==> src/rtl/core/rflp_pkg.sv <==
// ---------------------------------------------------------------------------
// rflp_pkg
// Shared types and character codes for the reply frame length parser.
// ---------------------------------------------------------------------------
`default_nettype none

package rflp_pkg;

  // Default configuration
  localparam int DEF_MAX_DEPTH  = 8;
  localparam int DEF_COUNT_BITS = 32;

  // Character codes
  localparam logic [7:0] CHR_CR     = 8'h0D;
  localparam logic [7:0] CHR_LF     = 8'h0A;
  localparam logic [7:0] CHR_DOLLAR = 8'h24;
  localparam logic [7:0] CHR_PLUS   = 8'h2B;
  localparam logic [7:0] CHR_MINUS  = 8'h2D;
  localparam logic [7:0] CHR_COLON  = 8'h3A;
  localparam logic [7:0] CHR_STAR   = 8'h2A;
  localparam logic [7:0] CHR_ZERO   = 8'h30;
  localparam logic [7:0] CHR_NINE   = 8'h39;

  // Parser phase
  typedef enum logic [1:0] {
    PH_TYPE    = 2'd0,
    PH_LINE    = 2'd1,
    PH_PAYLOAD = 2'd2,
    PH_TRAILER = 2'd3
  } phase_t;

  // Kind of the element being parsed
  typedef enum logic [1:0] {
    KIND_SIMPLE = 2'd0,
    KIND_BULK   = 2'd1,
    KIND_ARRAY  = 2'd2
  } kind_t;

  // Result status codes
  typedef enum logic [1:0] {
    ST_BUSY    = 2'd0,
    ST_DONE    = 2'd1,
    ST_BADTYPE = 2'd2,
    ST_DEEP    = 2'd3
  } status_t;

  // Commands from the decoder to the array count stack
  typedef struct packed {
    logic push;    // open a new array
    logic finish;  // count down open arrays after a finished element
    logic clear;   // drop everything
  } stk_cmd_t;

  // Stack status back to the decoder
  typedef struct packed {
    logic full;     // no room for another array
    logic all_one;  // a finished element would close every open array
  } stk_stat_t;

endpackage

`default_nettype wire

==> src/rtl/core/resp_frame_length_parser_core.sv <==
// ---------------------------------------------------------------------------
// resp_frame_length_parser_core
// Reply stream framer: reports where each complete reply frame ends.
// ---------------------------------------------------------------------------
// Input channel: in_valid / in_stall with one received byte, in_rx_byte.
// Result channel: out_valid / out_stall, one word per input byte carrying
//   out_status (0 in progress, 1 frame complete, 2 bad type byte,
//   3 nesting too deep) and out_frame_length (nonzero only on complete).
// Throughput: one byte per cycle while out_stall stays low. Every byte is fully handled
//   by the decoder between the input register and the result register.
// Path: an accepted byte waits in the input register and is decoded into the
//   result register once that register is empty or not held by out_stall.
// Reset (rst_n low, synchronous) empties both registers and returns the
//   parser to waiting for a type byte with no open arrays.
// When the receiver stalls, the result word holds; one more byte is taken
//   into the input register and in_stall rises after that.
// After a bad type byte or a too deep array the parser starts over.
// ---------------------------------------------------------------------------
`default_nettype none

module resp_frame_length_parser_core
  import rflp_pkg::*;
#(
  parameter int MAX_DEPTH  = DEF_MAX_DEPTH,
  parameter int COUNT_BITS = DEF_COUNT_BITS
) (
  input  wire logic        clk,
  input  wire logic        rst_n,
  input  wire logic        in_valid,
  output logic             in_stall,
  input  wire logic [7:0]  in_rx_byte,
  output logic             out_valid,
  input  wire logic        out_stall,
  output logic [1:0]       out_status,
  output logic [31:0]      out_frame_length
);

  logic                  s1_valid_r;
  logic [7:0]            s1_byte_r;
  logic                  out_valid_r;
  logic [1:0]            status_r;
  logic [31:0]           length_r;

  logic                  advance;
  logic                  step;
  stk_cmd_t              stk_cmd;
  stk_stat_t             stk_stat;
  logic [COUNT_BITS-1:0] push_count;
  logic [1:0]            status;
  logic [31:0]           frame_length;

  assign advance  = !out_valid_r || !out_stall;
  assign step     = s1_valid_r && advance;
  assign in_stall = s1_valid_r && !advance;

  // Input register
  always_ff @(posedge clk) begin
    if (!rst_n) begin
      s1_valid_r <= 1'b0;
    end else if (!in_stall) begin
      s1_valid_r <= in_valid;
    end
  end

  always_ff @(posedge clk) begin
    if (!in_stall && in_valid) begin
      s1_byte_r <= in_rx_byte;
    end
  end

  rflp_decode #(
    .COUNT_BITS (COUNT_BITS)
  ) u_decode (
    .clk          (clk),
    .rst_n        (rst_n),
    .step         (step),
    .rx_byte      (s1_byte_r),
    .stk_stat     (stk_stat),
    .stk_cmd      (stk_cmd),
    .push_count   (push_count),
    .status       (status),
    .frame_length (frame_length)
  );

  rflp_stack #(
    .MAX_DEPTH  (MAX_DEPTH),
    .COUNT_BITS (COUNT_BITS)
  ) u_stack (
    .clk        (clk),
    .rst_n      (rst_n),
    .step       (step),
    .cmd        (stk_cmd),
    .push_count (push_count),
    .stat       (stk_stat)
  );

  // Result register; hold while stalled
  always_ff @(posedge clk) begin
    if (!rst_n) begin
      out_valid_r <= 1'b0;
    end else if (advance) begin
      out_valid_r <= s1_valid_r;
    end
  end

  always_ff @(posedge clk) begin
    if (step) begin
      status_r <= status;
      length_r <= frame_length;
    end
  end

  assign out_valid        = out_valid_r;
  assign out_status       = status_r;
  assign out_frame_length = length_r;

  // Checks
  a_len_only_done: assert property (@(posedge clk) disable iff (!rst_n)
    out_valid_r && (status_r != ST_DONE) |-> length_r == 32'd0)
    else $error("frame length without completed frame");

  a_len_on_done: assert property (@(posedge clk) disable iff (!rst_n)
    out_valid_r && (status_r == ST_DONE) |-> length_r != 32'd0)
    else $error("completed frame with zero length");

  a_stall_holding: assert property (@(posedge clk) disable iff (!rst_n)
    in_stall |-> s1_valid_r && out_valid_r)
    else $error("input stalled with room to move");

endmodule

`default_nettype wire

==> src/rtl/core/rflp_stack.sv <==
// ---------------------------------------------------------------------------
// rflp_stack
// Stack of open array element counts. A finished element pops every top
// entry whose count is one and decrements the first entry above one.
// ---------------------------------------------------------------------------
`default_nettype none

module rflp_stack
  import rflp_pkg::*;
#(
  parameter int MAX_DEPTH  = DEF_MAX_DEPTH,
  parameter int COUNT_BITS = DEF_COUNT_BITS
) (
  input  wire logic                  clk,
  input  wire logic                  rst_n,
  input  wire logic                  step,
  input  wire stk_cmd_t              cmd,
  input  wire logic [COUNT_BITS-1:0] push_count,
  output stk_stat_t                  stat
);

  localparam int DW = $clog2(MAX_DEPTH + 1);
  localparam int IW = (MAX_DEPTH > 1) ? $clog2(MAX_DEPTH) : 1;

  logic [COUNT_BITS-1:0] count_r [MAX_DEPTH];
  logic [MAX_DEPTH-1:0]  one_r;
  logic [DW-1:0]         depth_r;

  logic                  found;
  logic [IW-1:0]         sel;

  // Find the highest open entry whose count is above one
  always_comb begin
    found = 1'b0;
    sel   = '0;
    for (int i = 0; i < MAX_DEPTH; i++) begin
      if ((DW'(i) < depth_r) && !one_r[i]) begin
        found = 1'b1;
        sel   = IW'(i);
      end
    end
  end

  assign stat.full    = (depth_r >= DW'(MAX_DEPTH));
  assign stat.all_one = !found;

  // Track the stack depth
  always_ff @(posedge clk) begin
    if (!rst_n) begin
      depth_r <= '0;
    end else if (step) begin
      if (cmd.clear) begin
        depth_r <= '0;
      end else if (cmd.push) begin
        depth_r <= depth_r + DW'(1);
      end else if (cmd.finish) begin
        depth_r <= found ? (DW'(sel) + DW'(1)) : '0;
      end
    end
  end

  // Load or count down each entry in place
  always_ff @(posedge clk) begin
    if (step && !cmd.clear) begin
      for (int g = 0; g < MAX_DEPTH; g++) begin
        if (cmd.push && (depth_r == DW'(g))) begin
          count_r[g] <= push_count;
          one_r[g]   <= (push_count == COUNT_BITS'(1));
        end else if (cmd.finish && found && (sel == IW'(g))) begin
          count_r[g] <= count_r[g] - COUNT_BITS'(1);
          one_r[g]   <= (count_r[g] == COUNT_BITS'(2));
        end
      end
    end
  end

  // Checks
  a_depth_bound: assert property (@(posedge clk) disable iff (!rst_n)
    depth_r <= DW'(MAX_DEPTH))
    else $error("stack depth beyond limit");

  a_push_room: assert property (@(posedge clk) disable iff (!rst_n)
    step && cmd.push && !cmd.clear |-> !stat.full)
    else $error("push into full stack");

  a_push_finish: assert property (@(posedge clk) disable iff (!rst_n)
    step && cmd.push |-> !cmd.finish)
    else $error("push and finish in one step");

endmodule

`default_nettype wire

==> src/rtl/core/rflp_decode.sv <==
// ---------------------------------------------------------------------------
// rflp_decode
// Per-byte parse state: type byte, header line, bulk payload and trailer.
// Produces the status and frame length of each byte and drives the stack.
// ---------------------------------------------------------------------------
`default_nettype none

module rflp_decode
  import rflp_pkg::*;
#(
  parameter int COUNT_BITS = DEF_COUNT_BITS
) (
  input  wire logic                  clk,
  input  wire logic                  rst_n,
  input  wire logic                  step,
  input  wire logic [7:0]            rx_byte,
  input  wire stk_stat_t             stk_stat,
  output stk_cmd_t                   stk_cmd,
  output logic [COUNT_BITS-1:0]      push_count,
  output logic [1:0]                 status,
  output logic [31:0]                frame_length
);

  localparam int AW = COUNT_BITS + 4;

  phase_t                phase_r, phase_nxt;
  kind_t                 kind_r, kind_nxt;
  logic [COUNT_BITS-1:0] hv_r, hv_nxt;
  logic                  neg_r, neg_nxt;
  logic                  saw_cr_r, saw_cr_nxt;
  logic [COUNT_BITS-1:0] pl_r, pl_nxt;
  logic [31:0]           bc_r, bc_nxt;

  logic [COUNT_BITS-1:0] pl_dec;
  logic [AW-1:0]         acc;
  logic                  is_digit;
  logic                  done, bad, deep, push;
  logic                  complete;

  assign pl_dec   = (pl_r != '0) ? (pl_r - COUNT_BITS'(1)) : pl_r;
  assign is_digit = (rx_byte >= CHR_ZERO) && (rx_byte <= CHR_NINE);
  // Decimal accumulate: value * 10 + digit
  assign acc      = ({4'b0, hv_r} << 3) + ({4'b0, hv_r} << 1) + AW'(rx_byte[3:0]);
  assign push_count = hv_r;

  // Next state
  always_comb begin
    phase_nxt  = phase_r;
    kind_nxt   = kind_r;
    hv_nxt     = hv_r;
    neg_nxt    = neg_r;
    saw_cr_nxt = saw_cr_r;
    pl_nxt     = pl_r;
    bc_nxt     = (bc_r != '1) ? (bc_r + 32'd1) : bc_r;
    done       = 1'b0;
    bad        = 1'b0;
    deep       = 1'b0;
    push       = 1'b0;
    unique case (phase_r)
      PH_TYPE: begin
        hv_nxt     = '0;
        neg_nxt    = 1'b0;
        saw_cr_nxt = 1'b0;
        priority if (rx_byte == CHR_PLUS || rx_byte == CHR_MINUS ||
                     rx_byte == CHR_COLON) begin
          kind_nxt  = KIND_SIMPLE;
          phase_nxt = PH_LINE;
        end else if (rx_byte == CHR_DOLLAR) begin
          kind_nxt  = KIND_BULK;
          phase_nxt = PH_LINE;
        end else if (rx_byte == CHR_STAR) begin
          kind_nxt  = KIND_ARRAY;
          phase_nxt = PH_LINE;
        end else begin
          bad = 1'b1;
        end
      end
      PH_LINE: begin
        if (saw_cr_r && (rx_byte == CHR_LF)) begin
          saw_cr_nxt = 1'b0;
          unique case (kind_r)
            KIND_BULK: begin
              priority if (neg_r) begin
                done = 1'b1;
              end else if (hv_r == '0) begin
                phase_nxt = PH_TRAILER;
                pl_nxt    = COUNT_BITS'(2);
              end else begin
                phase_nxt = PH_PAYLOAD;
                pl_nxt    = hv_r;
              end
            end
            KIND_ARRAY: begin
              priority if (neg_r || (hv_r == '0)) begin
                done = 1'b1;
              end else if (stk_stat.full) begin
                deep = 1'b1;
              end else begin
                push      = 1'b1;
                phase_nxt = PH_TYPE;
              end
            end
            default: begin
              done = 1'b1;
            end
          endcase
        end else begin
          // Header digits and sign; simple lines are skipped
          if (kind_r != KIND_SIMPLE) begin
            if (is_digit) begin
              hv_nxt = (acc[AW-1:COUNT_BITS] != '0) ? '1 : acc[COUNT_BITS-1:0];
            end else if (rx_byte == CHR_MINUS) begin
              neg_nxt = 1'b1;
            end
          end
          saw_cr_nxt = (rx_byte == CHR_CR);
        end
      end
      PH_PAYLOAD: begin
        if (pl_dec == '0) begin
          phase_nxt = PH_TRAILER;
          pl_nxt    = COUNT_BITS'(2);
        end else begin
          pl_nxt = pl_dec;
        end
      end
      PH_TRAILER: begin
        pl_nxt = pl_dec;
        if (pl_dec == '0) begin
          done = 1'b1;
        end
      end
    endcase
    if (done) begin
      phase_nxt = PH_TYPE;
    end
  end

  // Outputs and stack commands
  always_comb begin
    complete       = done && stk_stat.all_one;
    stk_cmd.push   = push;
    stk_cmd.finish = done && !complete;
    stk_cmd.clear  = bad || deep || complete;
    frame_length   = complete ? bc_nxt : 32'd0;
    priority if (bad) begin
      status = ST_BADTYPE;
    end else if (deep) begin
      status = ST_DEEP;
    end else if (complete) begin
      status = ST_DONE;
    end else begin
      status = ST_BUSY;
    end
  end

  // Update state on each processed byte; start over after a frame or error
  always_ff @(posedge clk) begin
    if (!rst_n) begin
      phase_r  <= PH_TYPE;
      kind_r   <= KIND_SIMPLE;
      hv_r     <= '0;
      neg_r    <= 1'b0;
      saw_cr_r <= 1'b0;
      pl_r     <= '0;
      bc_r     <= '0;
    end else if (step) begin
      if (stk_cmd.clear) begin
        phase_r  <= PH_TYPE;
        kind_r   <= KIND_SIMPLE;
        hv_r     <= '0;
        neg_r    <= 1'b0;
        saw_cr_r <= 1'b0;
        pl_r     <= '0;
        bc_r     <= '0;
      end else begin
        phase_r  <= phase_nxt;
        kind_r   <= kind_nxt;
        hv_r     <= hv_nxt;
        neg_r    <= neg_nxt;
        saw_cr_r <= saw_cr_nxt;
        pl_r     <= pl_nxt;
        bc_r     <= bc_nxt;
      end
    end
  end

  // Checks
  a_payload_nonzero: assert property (@(posedge clk) disable iff (!rst_n)
    phase_r == PH_PAYLOAD |-> pl_r != '0)
    else $error("payload phase with nothing left");

  a_trailer_count: assert property (@(posedge clk) disable iff (!rst_n)
    phase_r == PH_TRAILER |-> (pl_r == COUNT_BITS'(1) || pl_r == COUNT_BITS'(2)))
    else $error("trailer count out of range");

  a_one_event: assert property (@(posedge clk) disable iff (!rst_n)
    $countones({bad, deep, push, done}) <= 1)
    else $error("conflicting parse events");

endmodule

`default_nettype wire

==> config.mk <==
export PLATFORM = sky130hd
export DESIGN_NAME = resp_frame_length_parser_core
export DESIGN_NICKNAME = d
export VERILOG_FILES = /design/src/rtl/core/rflp_pkg.sv /design/src/rtl/core/resp_frame_length_parser_core.sv /design/src/rtl/core/rflp_stack.sv /design/src/rtl/core/rflp_decode.sv
export SDC_FILE = /design/constraint.sdc
export NUM_CORES = 1
export LEC_CHECK = 0
export BUFFER_PORTS_ARGS = -buffer_cell sky130_fd_sc_hd__buf_4
export CORE_UTILIZATION = 55
export CTS_CLUSTER_SIZE = 20
export DETAILED_ROUTE_END_ITERATION = 7
export PLACE_DENSITY = 0.77
export SYNTH_ARGS = -nofsm -noshare
export SYNTH_HDL_FRONTEND = slang
export SYNTH_SLANG_ARGS = --single-unit
==> constraint.sdc <==
create_clock -name clk -period 6.9 [get_ports clk]
set_input_delay 0.69 -clock clk [delete_from_list [all_inputs] [get_ports clk]]
set_output_delay 0.69 -clock clk [all_outputs]
set_load 0.05 [all_outputs]
==> impl_metrics.py, run 1 <==
metrics = {
    "cells_and_area": {
        "final_net_count": 2844,
        "mostFrequentLayoutCells": "nand2_1, edfxtp_1, nor2_1",
        "mostFrequentLayoutCell": "nand2_1",
        "drive_above_1_share_pct": 12.2,
        "n_fill_cell": 3785,
        "n_antenna_cell": 0,
        "fin_cells": 3378,
        "area.growth.synth_to_final_pct": 10.1,
    },
    "global_routing": {
        "grt_max_degree": 64,
        "grt_pass1_vias": 20900,
        "grt_busiest_layer": "met2",
        "globalRouteMet3Util_pct": 4.69,
        "antenna_found_initial": 2,
        "gr-usage-met1_pct": 41.5,
        "overflow": 0,
        "grt_pass1_wl_um": 115000,
        "grt_use_met2_pct": 48.5,
        "grtUsageTotal_pct": 30.5,
    },
    "sta": {
        "min_period_ns": 5.79,
        "finClkSkew_ns": 0.0197,
        "finalSetupViolations": 0,
        "fin_ws_ns": 1.11,
        "setup_tns_ns": 0,
        "rsz0062_at_grt": "no",
        "worst_slew_pin_slew_ns": 1.32,
        "final.period_utilization_pct": 83.9,
        "fmax_mhz": 173,
        "finalHoldViolCount": 0,
        "timing.hold.ws_ns": 0.254,
        "slew_headroom_pct": 11.8,
        "slew_violations": 0,
    },
    "pwr": {
        "irDropWorstVdd_mv": 0.197,
        "p_total_uw": 5360,
        "p_per_area_nw_per_um2": 187,
        "p_leak_uw": 0.00996,
    },
    "worst_setup_path": {
        "crit_path_max_incr_delay_ns": 0.86,
        "rrSetupSlack_ns": 1.11,
        "cp.arrival_ns": 6.14,
        "path_class": "reg -> reg",
        "r2r-end": "u_stack.count_r[5][30]",
        "crit_family": "simple AND/OR/NAND/NOR gates",
        "start_kind": "flop",
        "ff2ff_path_depth": 12,
        "crit_path_end_kind": "flop",
        "path_max_fanout": 31,
        "required_ns": 7.25,
        "cp_cell_sequence": "inv_1 -> ha_1 -> or3b_2 -> nor2_2 -> nand4_1 -> a31oi_1 -> o311ai_0 -> nor4_4 -> a31oi_4 -> nor2_1 -> nand4b_2 -> mux2_2",
        "cp-startpoint": "u_decode.pl_r[0]",
        "worst_path_max_delay_cell": "nand4b_2",
        "worstReg2RegStart": "u_decode.pl_r[0]",
        "critical_path_buf_inv_count": 1,
    },
    "yosys": {
        "synth_flop_cell": "edfxtp_1",
        "syn_nets": 2828,
        "syn_inst": 2717,
        "syn_area_per_cell_um2": 9.60,
        "yosysSeqAreaShare_pct": 43.5,
        "ys_seq_elements": 414,
        "ys_warn_count": 0,
        "synth_edf_count": 306,
        "syn_area_um2": 26100,
        "async_flop_share_pct": 0,
        "synthDistinctLibCells": 90,
    },
    "route": {
        "drtIter0Drc": 2590,
        "drc_errors": 20,
        "wl_um": 73600,
        "dr.pass1.iters": 7,
        "via_per_inst": 6.43,
        "vias": 21700,
        "ant_nets": 0,
        "post_drt_wl_per_cell_um": 21.8,
    },
    "placed_design": {
        "dpl.cell_count": 3291,
        "port_buffers": 47,
        "routabilityCongestion": 1.02,
        "place_ws_ns": 1.22,
        "hpwl_um": 48000,
    },
    "hold_path": {
        "hold_path_end": "s1_byte_r[5]",
        "hold-path-cell-count": 1,
        "hold_path.class": "in -> reg",
        "hp-start": "in_rx_byte[5]",
    },
    "cts": {
        "tritoncts_num_sinks": 414,
        "numCtsBuffers": 47,
        "clk_latency_ns": 0.62,
        "cts.repair.resized": 0,
        "post_cts.repair.setup_buffers": 0,
        "cts-root-buf": "clkbuf_16",
        "clk_path_buf_depth": 3,
        "cts_tree": "done",
        "cts_hold_buffers": 0,
        "clkSlewWorstSetupHoldPaths_ns": 0.06,
        "ctsHtreeMaxLevel": 2,
    },
    "die": {
        "rows": 79,
        "start_util_pct": 55.9,
        "die_area_um2": 48300,
        "coreArea_um2": 46700,
        "die_y_um": 220,
        "ios": 48,
        "chipWidth_um": 220,
    },
    "run_status": {
        "status": "finished, violations left",
        "violations": "DRC",
    },
    "flow_run": {
        "max-cap-violations": 0,
    },
}
## layer usage
metal / share of wire, % / routed length, µm / vias up
met5: 0 / 0 / -
met4: 3.5 / 2560 / 0
met3: 9.2 / 6800 / 183
met2: 46 / 33600 / 937
met1: 42 / 30600 / 10500
li1: - / - / 10100
## cell usage after synthesis, drive strengths merged, types with 97 or more instances
| cell | count | area share [%] |
|---|---|---|
| nor3 | 108 | 2.1 |
| xnor2 | 142 | 4.8 |
| mux2 | 123 | 5.4 |
| o21ai | 191 | 3.7 |
| ha | 97 | 4.7 |
| nand2 | 330 | 4.8 |
| edfxtp | 306 | 35 |
| dfxtp | 108 | 8.3 |
| nor2 | 206 | 3.0 |
| xor2 | 136 | 4.6 |
| clkbuf | 114 | 1.6 |
| a21oi | 108 | 2.1 |
## per-stage QoR
stage	cell area, µm²	utilization [%]
floorplan	26100	-
global placement	27100	58.1
detailed placement	27100	58.1
CTS	28700	61.5
global route	28700	61.5
finish	28700	61.5
## where the power goes
group          switching [µW]  internal [µW]
logic                    81.1           28.7
registers                8.48           2650
clock network            1110           1480
## kinds of logic (layout without fill, tap and decap cells)
logic type	Yosys count	count (layout)	synth area share, %
AO/OA/AOI/OAI	526	526	12.8
XOR/XNOR	278	278	9.37
adder cells (fa/ha/maj)	99	99	4.81
buffers and inverters	211	265	3.39
flip-flops	414	414	43.5
multiplexers	138	138	5.99
AND/OR/NAND/NOR	1051	1051	20.1
## final cells by class
type,instances,area [µm²],area share [%]
Clock buffer,55,1270,4.42
Clock inverter,32,313,1.09
Inverter,67,251,0.876
Multi-Input combinational cell,2092,13900,48.5
Sequential cell,414,11400,39.5
Tap cell,607,759,2.65
Timing Repair Buffer,111,833,2.90
## how the worst max path moves through the flow
stage	end	slack (ns)	cells past startpoint
after floorplan	u_stack.count_r[0][0]	1.44	15
after global placement	u_stack.count_r[5][1]	1.34	13
after detailed placement	u_stack.count_r[5][30]	1.22	12
after CTS	u_stack.count_r[5][30]	1.19	12
after global routing	u_stack.count_r[5][21]	0.72	12
final	u_stack.count_r[5][30]	1.11	12
## flip-flops by register name, summed over array words and instances, names as in the netlist
| name | flops |
|---|---|
| u_decode.push_count | 32 |
| out_valid | 1 |
| u_decode.neg_r | 1 |
| u_decode.saw_cr_r | 1 |
| u_decode.bc_r | 32 |
| s1_valid_r | 1 |
| u_decode.phase_r | 2 |
| u_stack.count_r | 256 |
| u_decode.kind_r | 2 |
| out_status | 2 |
| out_frame_length | 32 |
| u_stack.depth_r | 4 |
| s1_byte_r | 8 |
| u_decode.pl_r | 32 |
| u_stack.one_r | 8 |
Note: power is estimated with default switching activity, not from simulation.
==> run 2: changes to the inputs <==
==> constraint.sdc (replaced) <==
create_clock -name clk -period 5.7 [get_ports clk]
set_input_delay 0.57 -clock clk [delete_from_list [all_inputs] [get_ports clk]]
set_output_delay 0.57 -clock clk [all_outputs]
set_load 0.05 [all_outputs]
==> run 2 against run 1 <==
  * Critical path depth rose by 1
  * Critical path type unchanged
  * Final cell count increased by 0.44%
  * The flow still finishes with violations (DRC)
  * Wire length rose by 1.7%
  * Sequential share of layout area shrank 0.065 points
  * Utilization rose by 0.10 points
  * Clock power up 14%
  * Largest cell class unchanged
==> impl_metrics.py, run 2 (synthesized netlist as in run 1, its figures left out) <==
metrics = {
    "worst_setup_path": {
        "crit_family": "simple AND/OR/NAND/NOR gates",
        "crit_top_cell": "and4_1",
        "cp.arrival_ns": 5.71,
        "worstReg2RegStart": "u_decode.pl_r[0]",
        "path_class": "reg -> reg",
        "worst_path_max_delay_cell": "a211oi_2",
        "start_kind": "flop",
        "path_max_fanout": 32,
        "cp-startpoint": "u_decode.pl_r[0]",
        "cp_cell_sequence": "inv_1 -> ha_1 -> or3b_2 -> nor2_2 -> and4_1 -> or3_1 -> o31a_1 -> nor4_4 -> a31o_1 -> a211oi_2 -> and4_1 -> buf_12 -> mux2_2",
        "crit_path_end_kind": "flop",
        "critical_path_buf_inv_count": 2,
        "required_ns": 6.04,
        "crit_path_max_incr_delay_ns": 0.95,
    },
    "route": {
        "drtIter0Drc": 2728,
        "ant_nets": 0,
        "drc_errors": 40,
        "post_drt_wl_per_cell_um": 22.0,
        "via_per_inst": 6.42,
        "wl_um": 74800,
        "vias": 21800,
        "dr.pass1.iters": 8,
    },
    "hold_path": {
        "hp-start": "in_rx_byte[5]",
        "hold_path.class": "in -> reg",
    },
    "cells_and_area": {
        "final_net_count": 2861,
        "utilization_pct": 61.6,
        "n_fill_cell": 3825,
        "largest_reg_flops": 256,
        "seqCellArea_um2": 11400,
        "area.growth.synth_to_final_pct": 10.3,
        "fin_cells": 3393,
        "drive_above_1_share_pct": 12.5,
        "mostFrequentLayoutCell": "nand2_1",
        "multi_input_area_um2": 13900,
        "mostFrequentLayoutCells": "nand2_1, edfxtp_1, nor2_1",
        "largest-register": "u_stack.count_r",
    },
    "run_status": {
        "status": "finished, violations left",
        "violations": "DRC",
    },
    "placed_design": {
        "hpwl_um": 50500,
        "port_buffers": 47,
        "dpl.cell_count": 3309,
        "routabilityCongestion": 0.972,
    },
    "pwr": {
        "p_total_uw": 6300,
        "p_per_area_nw_per_um2": 219,
        "irDropWorstVdd_mv": 0.158,
        "p_leak_uw": 0.00991,
    },
    "cts": {
        "cts-root-buf": "clkbuf_16",
        "tritoncts_num_sinks": 414,
        "post_cts.repair.setup_buffers": 0,
        "cts_tree": "done",
        "cts_hold_buffers": 0,
        "cts.repair.resized": 0,
        "clkSlewWorstSetupHoldPaths_ns": 0.06,
        "ctsHtreeMaxLevel": 2,
        "clk_latency_ns": 0.59,
        "numCtsBuffers": 46,
        "clk_path_buf_depth": 3,
    },
    "sta": {
        "rsz0062_at_grt": "no",
        "fmax_mhz": 186,
        "finalSetupViolations": 0,
        "min_period_ns": 5.37,
        "slew_violations": 0,
        "setup_tns_ns": 0,
        "timing.hold.ws_ns": 0.172,
        "finalHoldViolCount": 0,
        "worst_slew_pin_slew_ns": 1.40,
        "final.period_utilization_pct": 94.2,
        "finClkSkew_ns": 0.0191,
        "slew_headroom_pct": 6.18,
    },
    "global_routing": {
        "gr-usage-met1_pct": 41.1,
        "grt_pass1_vias": 21000,
        "grt_pass1_wl_um": 117000,
        "grt_busiest_layer": "met2",
        "overflow": 0,
        "globalRouteMet3Util_pct": 4.17,
        "grt_use_met2_pct": 49.9,
        "grt_max_degree": 64,
        "antenna_found_initial": 2,
        "grtUsageTotal_pct": 31.2,
    },
    "die": {
        "die_y_um": 220,
        "start_util_pct": 55.9,
        "chipWidth_um": 220,
        "rows": 79,
        "coreArea_um2": 46700,
        "ios": 48,
        "die_area_um2": 48300,
    },
    "flow_run": {
        "max-cap-violations": 0,
    },
}
## run 2: cell types whose count changed in the layout (fill, tap and decap cells not counted)
cell and delta:
clkinv_2 +5, buf_12 +2, clkinv_4 -1, diode_2 +2, clkinv_1 -3, clkbuf_2 -1
clkbuf_1 +5, bufinv_16 -2, clkinv_8 +1, clkinvlp_4 -7, inv_16 -2, buf_4 +16
## run 2: metal layers
layer	wire, µm	vias to the layer above
li1	-	10100
met1	30400	10500
met2	34200	973
met3	6410	203
met4	3780	0
met5	0	-
## run 2: layout make-up
type | instances | share of cell area, %
timing repair buffer | 129 | 3.46
inverter | 67 | 0.875
clock inverter | 23 | 0.631
multi-input combinational | 2092 | 48.4
tap | 607 | 2.64
antenna | 2 | 0.0174
clock buffer | 59 | 4.46
sequential | 414 | 39.5
## run 2: worst paths after layout
path	end	slack, ns	cells past startpoint
setup / recovery	u_stack.count_r[2][31]	0.33	13
hold reg to reg	u_stack.depth_r[0]	0.50	2
hold / removal	s1_byte_r[5]	0.17	1
setup reg to reg	u_stack.count_r[2][31]	0.33	13
## run 2: stage by stage
stage	setup WS [ns]	instance area, µm²
2_1_floorplan	0.243	26100
3_3_place_gp	0.536	27300
3_5_place_dp	0.426	27300
4_1_cts	0.396	28700
5_1_grt	0.0751	28700
6_report	0.329	28800
## run 2: power breakdown
group          switching, µW  internal [µW]  total [µW]
clock                   1270           1680        2950
combinational           98.3           35.0         133
sequential              10.2           3210        3220
